===== config.mk =====
export PLATFORM = sky130hd
export DESIGN_NAME = json_string_unescape
export DESIGN_NICKNAME = d
export VERILOG_FILES = /design/src/rtl/core/jsu_pkg.sv /design/src/rtl/core/jsu_front.sv /design/src/rtl/core/jsu_fifo.sv /design/src/rtl/core/jsu_back.sv /design/src/rtl/core/json_string_unescape.sv
export SDC_FILE = /design/constraint.sdc
export NUM_CORES = 1
export LEC_CHECK = 0
export CAP_MARGIN = 20
export CORE_AREA = 2 2 119 121
export DETAILED_ROUTE_END_ITERATION = 10
export DIE_AREA = 0 0 121 123
export DONT_BUFFER_PORTS = 1
export PLACE_DENSITY = 0.67
export SETUP_SLACK_MARGIN = 0.15
export SLEW_MARGIN = 20
export SYNTH_ARGS = -nofsm -noshare
export SYNTH_HDL_FRONTEND = slang
export SYNTH_HIERARCHICAL = 1
export SYNTH_SLANG_ARGS = --single-unit

===== constraint.sdc =====
create_clock -name clk -period 5.2 [get_ports clk]
set_clock_uncertainty 0.05 [all_clocks]
set_input_delay 0.26 -clock clk [delete_from_list [all_inputs] [get_ports clk]]
set_output_delay 0.26 -clock clk [all_outputs]
set_load 0.005 [all_outputs]

===== src/rtl/core/jsu_pkg.sv =====
`timescale 1ns / 1ps

package jsu_pkg;

  localparam int BYTE_W    = 8;
  localparam int KIND_W    = 2;
  localparam int MAX_BYTES = 3;

  localparam logic [KIND_W-1:0] KIND_DATA = 2'd0;
  localparam logic [KIND_W-1:0] KIND_DONE = 2'd1;
  localparam logic [KIND_W-1:0] KIND_ERR  = 2'd2;

  typedef struct packed {
    logic [1:0]                           cnt;
    logic [KIND_W-1:0]                    kind;
    logic [MAX_BYTES-1:0][BYTE_W-1:0]     bytes;
  } job_t;

endpackage


===== src/rtl/core/jsu_front.sv =====
`timescale 1ns / 1ps

module jsu_front (
  input  logic                       clk,
  input  logic                       rst_n,
  input  logic                       accept,
  input  logic [jsu_pkg::BYTE_W-1:0] in_byte,
  input  logic                       input_end,
  output logic                       push,
  output jsu_pkg::job_t              job
);

  localparam logic [1:0] MODE_IDLE = 2'd0;
  localparam logic [1:0] MODE_BODY = 2'd1;
  localparam logic [1:0] MODE_ESC  = 2'd2;
  localparam logic [1:0] MODE_HEX  = 2'd3;

  localparam logic [7:0] CH_QUOTE = 8'h22;
  localparam logic [7:0] CH_BSLASH = 8'h5C;
  localparam logic [7:0] CH_SLASH = 8'h2F;
  localparam logic [7:0] CH_U = 8'h75;

  logic [1:0]  mode_r, mode_nxt;
  logic [1:0]  hex_cnt_r, hex_cnt_nxt;
  logic [15:0] cp_r, cp_nxt;

  logic        hex_ok;
  logic [3:0]  hex_val;
  logic [15:0] cp_new;

  always_comb begin
    hex_ok  = 1'b1;
    hex_val = 4'd0;
    if (in_byte >= 8'h30 && in_byte <= 8'h39) begin
      hex_val = in_byte[3:0];
    end else if ((in_byte >= 8'h61 && in_byte <= 8'h66) ||
                 (in_byte >= 8'h41 && in_byte <= 8'h46)) begin
      hex_val = in_byte[3:0] + 4'd9;
    end else begin
      hex_ok = 1'b0;
    end
  end

  assign cp_new = {cp_r[11:0], hex_val};

  always_comb begin
    mode_nxt    = mode_r;
    hex_cnt_nxt = hex_cnt_r;
    cp_nxt      = cp_r;
    job         = '0;
    job.kind    = jsu_pkg::KIND_DATA;
    if (input_end) begin
      job.cnt  = 2'd1;
      job.kind = jsu_pkg::KIND_ERR;
      mode_nxt = MODE_IDLE;
      hex_cnt_nxt = 2'd0;
      cp_nxt = 16'd0;
    end else begin
      unique case (mode_r)
        MODE_IDLE: begin
          if (in_byte == CH_QUOTE) begin
            mode_nxt = MODE_BODY;
            hex_cnt_nxt = 2'd0;
            cp_nxt = 16'd0;
          end else begin
            job.cnt  = 2'd1;
            job.kind = jsu_pkg::KIND_ERR;
          end
        end
        MODE_BODY: begin
          if (in_byte == CH_QUOTE) begin
            job.cnt  = 2'd1;
            job.kind = jsu_pkg::KIND_DONE;
            mode_nxt = MODE_IDLE;
            hex_cnt_nxt = 2'd0;
            cp_nxt = 16'd0;
          end else if (in_byte == CH_BSLASH) begin
            mode_nxt = MODE_ESC;
          end else begin
            job.cnt      = 2'd1;
            job.bytes[0] = in_byte;
          end
        end
        MODE_ESC: begin
          job.cnt  = 2'd1;
          mode_nxt = MODE_BODY;
          unique case (in_byte)
            CH_QUOTE:  job.bytes[0] = CH_QUOTE;
            CH_BSLASH: job.bytes[0] = CH_BSLASH;
            CH_SLASH:  job.bytes[0] = CH_SLASH;
            8'h6E:     job.bytes[0] = 8'h0A;
            8'h74:     job.bytes[0] = 8'h09;
            8'h72:     job.bytes[0] = 8'h0D;
            8'h62:     job.bytes[0] = 8'h08;
            8'h66:     job.bytes[0] = 8'h0C;
            CH_U: begin
              job.cnt  = 2'd0;
              mode_nxt = MODE_HEX;
              hex_cnt_nxt = 2'd0;
              cp_nxt = 16'd0;
            end
            default: begin
              job.kind = jsu_pkg::KIND_ERR;
              mode_nxt = MODE_IDLE;
              hex_cnt_nxt = 2'd0;
              cp_nxt = 16'd0;
            end
          endcase
        end
        MODE_HEX: begin
          if (!hex_ok) begin
            job.cnt  = 2'd1;
            job.kind = jsu_pkg::KIND_ERR;
            mode_nxt = MODE_IDLE;
            hex_cnt_nxt = 2'd0;
            cp_nxt = 16'd0;
          end else if (hex_cnt_r == 2'd3) begin
            if (cp_new < 16'h0080) begin
              job.cnt      = 2'd1;
              job.bytes[0] = cp_new[7:0];
            end else if (cp_new < 16'h0800) begin
              job.cnt      = 2'd2;
              job.bytes[0] = 8'hC0 | {3'd0, cp_new[10:6]};
              job.bytes[1] = 8'h80 | {2'd0, cp_new[5:0]};
            end else begin
              job.cnt      = 2'd3;
              job.bytes[0] = 8'hE0 | {4'd0, cp_new[15:12]};
              job.bytes[1] = 8'h80 | {2'd0, cp_new[11:6]};
              job.bytes[2] = 8'h80 | {2'd0, cp_new[5:0]};
            end
            mode_nxt = MODE_BODY;
            hex_cnt_nxt = 2'd0;
            cp_nxt = 16'd0;
          end else begin
            cp_nxt = cp_new;
            hex_cnt_nxt = hex_cnt_r + 2'd1;
          end
        end
      endcase
    end
  end

  assign push = accept && (job.cnt != 2'd0);

  always_ff @(posedge clk) begin
    if (!rst_n) begin
      mode_r    <= MODE_IDLE;
      hex_cnt_r <= 2'd0;
      cp_r      <= 16'd0;
    end else if (accept) begin
      mode_r    <= mode_nxt;
      hex_cnt_r <= hex_cnt_nxt;
      cp_r      <= cp_nxt;
    end
  end

  a_hex_cnt_only_in_hex: assert property (@(posedge clk) disable iff (!rst_n)
    (mode_r != MODE_HEX) |-> (hex_cnt_r == 2'd0))
    else $error("hex digit count outside of hex escape");

  a_cp_cleared_outside_hex: assert property (@(posedge clk) disable iff (!rst_n)
    (mode_r != MODE_HEX) |-> (cp_r == 16'd0))
    else $error("code point held outside of hex escape");

endmodule


===== src/rtl/core/jsu_fifo.sv =====
`timescale 1ns / 1ps

module jsu_fifo #(
  parameter int DEPTH = 4
) (
  input  logic          clk,
  input  logic          rst_n,
  input  logic          push,
  input  jsu_pkg::job_t push_data,
  output logic          full,
  input  logic          pop,
  output jsu_pkg::job_t head,
  output logic          empty
);

  localparam int PTR_W = (DEPTH > 1) ? $clog2(DEPTH) : 1;
  localparam int CNT_W = $clog2(DEPTH + 1);
  localparam logic [PTR_W-1:0] LAST_PTR = PTR_W'(DEPTH - 1);
  localparam logic [CNT_W-1:0] FULL_CNT = CNT_W'(DEPTH);

  jsu_pkg::job_t    mem_r [DEPTH];
  logic [PTR_W-1:0] wr_ptr_r, wr_ptr_nxt;
  logic [PTR_W-1:0] rd_ptr_r, rd_ptr_nxt;
  logic [CNT_W-1:0] cnt_r, cnt_nxt;

  assign full  = (cnt_r == FULL_CNT);
  assign empty = (cnt_r == '0);
  assign head  = mem_r[rd_ptr_r];

  always_comb begin
    wr_ptr_nxt = wr_ptr_r;
    rd_ptr_nxt = rd_ptr_r;
    cnt_nxt    = cnt_r;
    if (push) begin
      wr_ptr_nxt = (wr_ptr_r == LAST_PTR) ? '0 : wr_ptr_r + 1'b1;
    end
    if (pop) begin
      rd_ptr_nxt = (rd_ptr_r == LAST_PTR) ? '0 : rd_ptr_r + 1'b1;
    end
    if (push && !pop) begin
      cnt_nxt = cnt_r + 1'b1;
    end else if (pop && !push) begin
      cnt_nxt = cnt_r - 1'b1;
    end
  end

  always_ff @(posedge clk) begin
    if (!rst_n) begin
      wr_ptr_r <= '0;
      rd_ptr_r <= '0;
      cnt_r    <= '0;
    end else begin
      wr_ptr_r <= wr_ptr_nxt;
      rd_ptr_r <= rd_ptr_nxt;
      cnt_r    <= cnt_nxt;
    end
  end

  always_ff @(posedge clk) begin
    if (push) begin
      mem_r[wr_ptr_r] <= push_data;
    end
  end

  a_no_overflow: assert property (@(posedge clk) disable iff (!rst_n)
    push |-> (!full || pop))
    else $error("push into full queue");

  a_no_underflow: assert property (@(posedge clk) disable iff (!rst_n)
    pop |-> !empty)
    else $error("pop from empty queue");

  a_count_tracks: assert property (@(posedge clk) disable iff (!rst_n)
    (push && !pop) |=> (cnt_r == $past(cnt_r) + 1'b1))
    else $error("queue count out of step with push");

endmodule


===== src/rtl/core/jsu_back.sv =====
`timescale 1ns / 1ps

module jsu_back (
  input  logic                       clk,
  input  logic                       rst_n,
  input  jsu_pkg::job_t              head,
  input  logic                       empty,
  output logic                       pop,
  output logic                       out_tvalid,
  input  logic                       out_tready,
  output logic [jsu_pkg::BYTE_W-1:0] out_tdata,
  output logic [jsu_pkg::KIND_W-1:0] out_tuser,
  output logic                       out_tlast
);

  logic [1:0] idx_r, idx_nxt;
  logic       xfer;

  assign out_tvalid = !empty;
  assign out_tuser  = head.kind;
  assign out_tlast  = (idx_r == head.cnt - 2'd1);
  assign xfer       = out_tvalid && out_tready;
  assign pop        = xfer && out_tlast;

  always_comb begin
    unique case (idx_r)
      2'd0:    out_tdata = head.bytes[0];
      2'd1:    out_tdata = head.bytes[1];
      2'd2:    out_tdata = head.bytes[2];
      default: out_tdata = '0;
    endcase
  end

  always_comb begin
    idx_nxt = idx_r;
    if (xfer) begin
      idx_nxt = out_tlast ? 2'd0 : idx_r + 2'd1;
    end
  end

  always_ff @(posedge clk) begin
    if (!rst_n) begin
      idx_r <= 2'd0;
    end else begin
      idx_r <= idx_nxt;
    end
  end

  a_idx_in_job: assert property (@(posedge clk) disable iff (!rst_n)
    out_tvalid |-> (idx_r < head.cnt))
    else $error("byte index beyond queued job");

endmodule


===== src/rtl/core/json_string_unescape.sv =====
`timescale 1ns / 1ps

// Decodes one JSON string literal at a time, starting at its opening quote: plain bytes pass,
// backslash escapes and \uXXXX (as 1 to 3 UTF-8 bytes) are expanded, a closing quote gives a
// done marker and errors give an error marker. One input byte is taken per clock while the job
// queue has room; each produces 0 to 3 results, and the output side drains one result per clock
// while out_tready is high, from a queue of DEPTH decoded jobs; a \u escape making three bytes
// leaves as three results, and the input stalls only once the queue is full.
module json_string_unescape #(
  parameter int DEPTH = 4
) (
  input  logic                       clk,
  input  logic                       rst_n,
  input  logic                       in_tvalid,
  output logic                       in_tready,
  input  logic [7:0]                 in_tdata,   // [7:0] in_byte
  input  logic                       in_tuser,   // [0] input_end
  output logic                       out_tvalid,
  input  logic                       out_tready,
  output logic [7:0]                 out_tdata,  // [7:0] out_byte
  output logic [1:0]                 out_tuser,  // [1:0] kind
  output logic                       out_tlast
);

  logic          accept;
  logic          push;
  logic          pop;
  logic          full;
  logic          empty;
  jsu_pkg::job_t job;
  jsu_pkg::job_t head;

  assign in_tready = !full;
  assign accept    = in_tvalid && in_tready;

  jsu_front u_front (
    .clk       (clk),
    .rst_n     (rst_n),
    .accept    (accept),
    .in_byte   (in_tdata),
    .input_end (in_tuser),
    .push      (push),
    .job       (job)
  );

  jsu_fifo #(
    .DEPTH (DEPTH)
  ) u_fifo (
    .clk       (clk),
    .rst_n     (rst_n),
    .push      (push),
    .push_data (job),
    .full      (full),
    .pop       (pop),
    .head      (head),
    .empty     (empty)
  );

  jsu_back u_back (
    .clk        (clk),
    .rst_n      (rst_n),
    .head       (head),
    .empty      (empty),
    .pop        (pop),
    .out_tvalid (out_tvalid),
    .out_tready (out_tready),
    .out_tdata  (out_tdata),
    .out_tuser  (out_tuser),
    .out_tlast  (out_tlast)
  );

endmodule

==> results of run 1 <==
## final timing paths
check	to	from	depth (start not counted)
worst max-delay path	u_fifo/cnt_r[2]	flip-flop	12
worst min-delay path	u_front/mode_r[0]	in_tuser	2
worst max register to register	u_fifo/cnt_r[2]	flip-flop	12
worst min register to register	u_front/hex_cnt_r[1]	u_front/hex_cnt_r[1]	2
## kinds of logic after synthesis
kind of cell	share of synthesized area
DFF	0.583
muxes	0.129
other	0.000560
xor gates and xnor gates	0.00505
adders and majority gates	0.0310
AOI/OAI and AO/OA	0.0881
and+or+nand+nor	0.127
buffers and inverters	0.0363
## synthesized netlist by cell type (5+ instances only)
cell | number | share of area
mux4_2 | 20 | 0.067
o21ai_0 | 13 | 0.0097
clkbuf_1 | 10 | 0.0056
a21oi_1 | 12 | 0.0090
o21a_1 | 5 | 0.0056
inv_1 | 13 | 0.0073
nor3_1 | 5 | 0.0037
mux2i_1 | 20 | 0.030
nand2b_1 | 8 | 0.0075
and2_1 | 9 | 0.0084
a222oi_1 | 9 | 0.013
and3_1 | 7 | 0.0065
nor2b_1 | 10 | 0.0093
nand2_1 | 37 | 0.021
nand3_1 | 10 | 0.0075
nor2_1 | 32 | 0.018
mux4_1 | 8 | 0.031
buf_2 | 5 | 0.0037
edfxtp_1 | 112 | 0.50
ha_1 | 15 | 0.028
dfxtp_1 | 27 | 0.081
## power by group
group	internal, W	total (W)	switching [W]
clock network	0.000795	0.00122	0.000428
logic	0.000236	0.000531	0.000295
registers	0.00131	0.00136	0.0000441
## flip-flops by register name (all words and copies together) (netlist names), named ones only
signal,count
u_fifo/wr_ptr_r,2
u_front/cp_r,12
u_back/idx_r,2
u_fifo/cnt_r,3
u_fifo/mem_r,112
u_fifo/rd_ptr_r,2
u_front/hex_cnt_r,2
u_front/mode_r,2
## area by class of cell
class / count / area (µm²) / area share
repair buffers: 8 / 65.1 / 0.00879
well taps: 180 / 225 / 0.0304
multi-input cells: 291 / 2550 / 0.344
inverters: 14 / 52.6 / 0.00710
clock buffers: 18 / 429 / 0.0580
flip-flops and latches: 139 / 3910 / 0.527
clock inverters: 14 / 178 / 0.0240
## worst max-delay path, cell delays in order (launching register included)
cell,delay [ps]
dfxtp_2,330
buf_4,450
mux4_2,620
nand2b_1,170
mux2i_1,320
nor2b_1,310
inv_1,120
ha_1,220
inv_1,80
fa_1,170
xor2_1,70
or3_1,310
a21boi_0,180
## per-layer routing
layer  track usage  up-vias
li1              -     1835
met1         0.275     2054
met2         0.318      129
met3        0.0461       10
met4        0.0574        0
met5             0        -
## repair_timing
item / CTS / global route
hold endpoints to repair: 26 / 0
hold buffers: 2 / 0
gates resized for setup: 0 / 0
## per-stage QoR
stage           util  setup WS [ps]  area, µm²  hold WS (ps)
4_1_cts        0.544           1660       7400          16.5
6_report       0.544           1700       7400          32.8
3_3_place_gp   0.498           1710       6780           336
2_1_floorplan      -           1960       6700           332
5_1_grt        0.544           1410       7400          17.3
3_5_place_dp   0.498           1540       6780           347
==> out/metrics.json, run 1 <==
{
  "worst_setup_path": {
    "timing.critical_path.from_type": "flip-flop",
    "r2r_slack_ps": 1700,
    "cp_data_arrival_time_ps": 3770,
    "worst_setup_path_category": "reg -> reg",
    "setup.worst_path.end_class": "flip-flop",
    "worst-path-max-fanout": 27,
    "timing.critical_path.required_ps": 5470
  },
  "detailed_routing": {
    "met3_wirelength_um": 873,
    "routed-via-count": 4028,
    "drtPass1Iterations": 7,
    "met1Wirelength_mm": 6.14,
    "routedWlPerCell_um": 20.9,
    "post_drt_via_cell_ratio": 6.07,
    "met2_wirelength_mm": 6.75,
    "top_layer": "met4",
    "postRouteAntennaNets": 0,
    "remaining_drc_errors": 0,
    "initialDrtViolationCount": 476,
    "finalWirelength_mm": 13.9
  },
  "yosys": {
    "synth_top_flop_cell": "edfxtp_1",
    "synth_warnings": 6,
    "synth_edf_count": 112,
    "syn-mean-instance-area_um2": 14.3,
    "mappedNetlistArea_mm2": 0.00669,
    "postSynthRegisterBits": 139,
    "yosysUniqueCellTypes": 75,
    "synth_seq_area_share": 0.583,
    "async_set_reset_flop_share_out_of_synthesis": 0,
    "postSynthCellCount": 469
  },
  "clock_tree": {
    "cts_htree_levels": 4,
    "path_clk_slew_ps": 60,
    "cts_root_buffer": "clkbuf_16",
    "clk-insertion-delay-late_ps": 400,
    "cts_tree": "built",
    "cts_made_buffers": 17,
    "post-cts-setup-buffers": 0,
    "clock_tree.buffer_depth": 2,
    "cts.sink_count": 139
  },
  "grt": {
    "grt_overflow_total": 0,
    "grtUsageTotal": 0.199,
    "largest_net_degree_at_the_start_of_global_routing": 29,
    "first_global_vias": 4009,
    "grt_antenna_before_repair": 0,
    "grt_first_pass_wirelength_mm": 22.2
  },
  "sta": {
    "max_freq_mhz": 285,
    "finalHoldViolCount": 0,
    "timing.max_slew.rel_slack": 0.374,
    "setup_viol": 0,
    "grt_setup_unrepaired": "no",
    "max_slew.worst_pin.slew_ps": 936,
    "setup_tns_final_ps": 0,
    "finalCriticalPeriod_ps": 3500,
    "final-max-slew-violation-count": 0,
    "period_share": 0.674
  },
  "power": {
    "cellLeakagePower_nw": 2.51,
    "power.density_cell_area_mw_per_mm2": 420,
    "ir_worst_vdd_uv": 231,
    "fin_total_pwr_w": 0.00311
  },
  "floorplan": {
    "die_height_um": 123,
    "fp.dieArea_mm2": 0.0149,
    "start_util": 0.492,
    "core_area_mm2": 0.0136,
    "number_of_rows_created_at_floorplan": 43,
    "dieWidth_um": 121,
    "io_pins": 26
  },
  "place": {
    "dp.cells": 630,
    "gp_congestion": 0.901,
    "io_buffers": 0,
    "placed_wire_length_estimate_after_detailed_placement_mm": 9.22
  },
  "layout": {
    "post_route_cells_drive_above_1_share": 0.151,
    "final_common_cell": "edfxtp_1",
    "most-common-layout-cells": "edfxtp_1, nand2_1, nor2_1",
    "layout.nets": 500,
    "fillCellCount": 1094,
    "antenna_cells": 0,
    "finish.cell_count_without_fillers": 664,
    "area_growth_pct": 10.6
  },
  "worst_hold_path": {
    "class_of_the_tightest_hold_or_removal_check": "in -> reg"
  },
  "flow_run": {
    "drv.max_cap_violation_count": 0
  },
  "run_status": {
    "status": "finished clean"
  }
}
Note: power is estimated with default switching activity, not from simulation.
==> run 2: changes to the inputs <==
- clock period: 5.2 -> 3.5 ns (I/O delays scaled with it)
==> out/metrics.json, run 2 (synthesis gave the netlist of run 1 again) <==
{
  "detailed_routing": {
    "post_drt_via_cell_ratio": {"value": 6.03, "change": "-0.63%"},
    "routedWlPerCell": {"value": 20.7, "unit": "µm", "change": "-0.98%"},
    "remaining_drc_errors": {"value": 0, "change": "unchanged"},
    "initialDrtViolationCount": {"value": 415, "change": "-13%"},
    "drtPass1Iterations": {"value": 5, "change": "-2"},
    "routed-via-count": {"value": 4057, "change": "+0.72%"},
    "postRouteAntennaNets": {"value": 0, "change": "unchanged"},
    "finalWirelength": {"value": 14.0, "unit": "mm", "change": "+0.36%"}
  },
  "place": {
    "detailed_place.area": {"value": 0.00687, "unit": "mm²", "change": "+1.4%"},
    "io_buffers": {"value": 0, "change": "unchanged"},
    "dp.cells": {"value": 636, "change": "+0.95%"},
    "gp_congestion": {"value": 0.899, "change": "-0.13%"},
    "placed_wire_length_estimate_after_detailed_placement": {"value": 9.08, "unit": "mm", "change": "-1.4%"}
  },
  "grt": {
    "grt_overflow_total": {"value": 0, "change": "unchanged"},
    "largest_net_degree_at_the_start_of_global_routing": {"value": 29, "change": "unchanged"},
    "grt_first_pass_wirelength": {"value": 22.3, "unit": "mm", "change": "+0.75%"},
    "grtUsageTotal": {"value": 0.202, "change": "+0.00316"},
    "first_global_vias": {"value": 4037, "change": "+0.70%"},
    "grt_antenna_before_repair": {"value": 0, "change": "unchanged"}
  },
  "floorplan": {
    "dieWidth": {"value": 121, "unit": "µm", "change": "unchanged"},
    "start_util": {"value": 0.492, "change": "unchanged"},
    "die_height": {"value": 123, "unit": "µm", "change": "unchanged"},
    "io_pins": {"value": 26, "change": "unchanged"},
    "core_area": {"value": 0.0136, "unit": "mm²", "change": "unchanged"},
    "number_of_rows_created_at_floorplan": {"value": 43, "change": "unchanged"},
    "fp.dieArea": {"value": 0.0149, "unit": "mm²", "change": "unchanged"}
  },
  "worst_setup_path": {
    "cp_data_arrival_time": {"value": 3360, "unit": "ps", "change": "-410 ps"},
    "critical_path.cell_chain": "ha_1 > and3_1 > a21boi_2 > and3_1 > o21a_1 > ha_1 > inv_1 > fa_1 > xor2_1 > or3_1 > a21boi_0",
    "timing.critical_path.from_type": "flip-flop",
    "worst_setup_path_category": "reg -> reg",
    "timing.critical_path.required": {"value": 3790, "unit": "ps", "change": "-1680 ps"},
    "slowest_stage": "fa_1",
    "path_delay_family": "simple AND/OR/NAND/NOR gates",
    "worst-path-max-fanout": {"value": 8, "change": "-70%"},
    "crit_path_max_incr_delay": {"value": 370, "unit": "ps", "change": "-250 ps"},
    "path_buf_inv": {"value": 1, "change": "-2"},
    "setup.worst_path.end_class": "flip-flop"
  },
  "clock_tree": {
    "cts_tree": "built",
    "cts.sink_count": {"value": 139, "change": "unchanged"},
    "hold_buffers": {"value": 5, "change": "+3"},
    "clock_tree.buffer_depth": {"value": 2, "change": "unchanged"},
    "cts.repair.resized": {"value": 0, "change": "unchanged"},
    "post-cts-setup-buffers": {"value": 0, "change": "unchanged"},
    "path_clk_slew": {"value": 60, "unit": "ps", "change": "about the same"},
    "cts_made_buffers": {"value": 17, "change": "unchanged"},
    "clk-insertion-delay-late": {"value": 410, "unit": "ps", "change": "about the same"},
    "cts_root_buffer": "clkbuf_16",
    "cts_htree_levels": {"value": 4, "change": "unchanged"}
  },
  "layout": {
    "final_common_cell": "edfxtp_1",
    "fillCellCount": {"value": 1067, "change": "-2.5%"},
    "seqCellArea": {"value": 0.00391, "unit": "mm²", "change": "unchanged"},
    "finalCoreUtilization": {"value": 0.553, "change": "+0.00873"},
    "antenna_cells": {"value": 0, "change": "unchanged"},
    "area_growth_pct": 12.4,
    "largest_register_ff_count": {"value": 112, "change": "unchanged"},
    "layout_top_registers": "u_fifo/mem_r (112), u_front/cp_r (12), u_fifo/cnt_r (3)",
    "finish.cell_count_without_fillers": {"value": 673, "change": "+1.4%"},
    "multi_input_combinational_cell_area": {"value": 0.00255, "unit": "mm²", "change": "unchanged"},
    "most-common-layout-cells": "edfxtp_1, nand2_1, nor2_1",
    "layout.nets": {"value": 509, "change": "+1.8%"},
    "final_cell_area": {"value": 0.00752, "unit": "mm²", "change": "+1.6%"},
    "top_register": "u_fifo/mem_r",
    "post_route_cells_drive_above_1_share": {"value": 0.164, "change": "+0.0135"}
  },
  "sta": {
    "setup_tns_final": {"value": 0, "unit": "ps", "change": "unchanged"},
    "max_freq": {"value": 325, "unit": "MHz", "change": "+14%"},
    "final-max-slew-violation-count": {"value": 0, "change": "unchanged"},
    "timing.max_slew.rel_slack": {"value": 0.355, "change": "-0.0196"},
    "finalCriticalPeriod": {"value": 3070, "unit": "ps", "change": "-430 ps"},
    "period_share": {"value": 0.878, "change": "+0.204"},
    "grt_setup_unrepaired": "no",
    "max_slew.worst_pin.slew": {"value": 965, "unit": "ps", "change": "+29.3 ps"},
    "setup_viol": {"value": 0, "change": "unchanged"},
    "finalHoldViolCount": {"value": 0, "change": "unchanged"}
  },
  "run_status": {
    "status": "finished clean"
  },
  "worst_hold_path": {
    "class_of_the_tightest_hold_or_removal_check": "in -> reg"
  },
  "power": {
    "cellLeakagePower": {"value": 2.57, "unit": "nW", "change": "+2.2%"},
    "ir_worst_vdd": {"value": 409, "unit": "µV", "change": "+77%"},
    "power.density_cell_area": {"value": 613, "unit": "mW/mm²", "change": "+46%"}
  },
  "flow_run": {
    "drv.max_cap_violation_count": {"value": 0, "change": "unchanged"}
  }
}
## run 2: changes by cell type in the layout (fill, tap and decap cells not counted)
cell / change
dlygate4sd3_1: +3
buf_4: +2
inv_6: +1
clkinvlp_4: -1
bufinv_16: -1
clkinv_2: -1
clkinv_4: +4
clkinv_1: -2
buf_12: +4
## run 2: layout make-up
type,instances,share of cell area
tap,180,0.0299
multi-input combinational,291,0.339
inverter,14,0.00698
timing repair buffer,17,0.0253
sequential,139,0.519
clock buffer,18,0.0570
clock inverter,14,0.0228
## run 2: metal layers
metal  wire [µm]  share of wire  track usage
met3         866          0.062       0.0637
met4         195          0.014       0.0589
met2        6720           0.48        0.326
met5           0              0            0
met1        6170           0.44        0.264
## run 2: worst paths after layout
check | startpoint | to | slack (ps) | cells after the start
setup / recovery | u_front/hex_cnt_r[0] | u_fifo/cnt_r[2] | 430 | 11
hold / removal | in_tdata[2] | u_front/cp_r[2] | 10 | 3
setup reg to reg | u_front/hex_cnt_r[0] | u_fifo/cnt_r[2] | 430 | 11
hold reg to reg | u_front/hex_cnt_r[1] | u_front/hex_cnt_r[1] | 410 | 2
## run 2: per-stage QoR
stage	hold WS, ps	setup slack (ps)	total power, W
floorplan	247	346	0.00269
finish	13.5	427	0.00461
global placement	251	219	0.00284
global route	16.3	196	0.00481
CTS	5.90	388	0.00465
detailed placement	257	144	0.00286
## run 2: worst register-to-register path: cells and delay by family (launching register included)
| kind | cells | cell delay [ps] |
|---|---|---|
| flops | 1 | 350 |
| fa+ha+maj | 3 | 830 |
| buf+inv | 1 | 60 |
| simple gates | 3 | 890 |
| compound gates | 3 | 680 |
| xor+xnor | 1 | 160 |
## run 2: power by group
group | leakage [nW] | internal [W] | switching, W
Sequential | 1.26 | 0.00195 | 0.0000667
Combinational | 1.02 | 0.000377 | 0.000435
Clock | 0.288 | 0.00112 | 0.000661
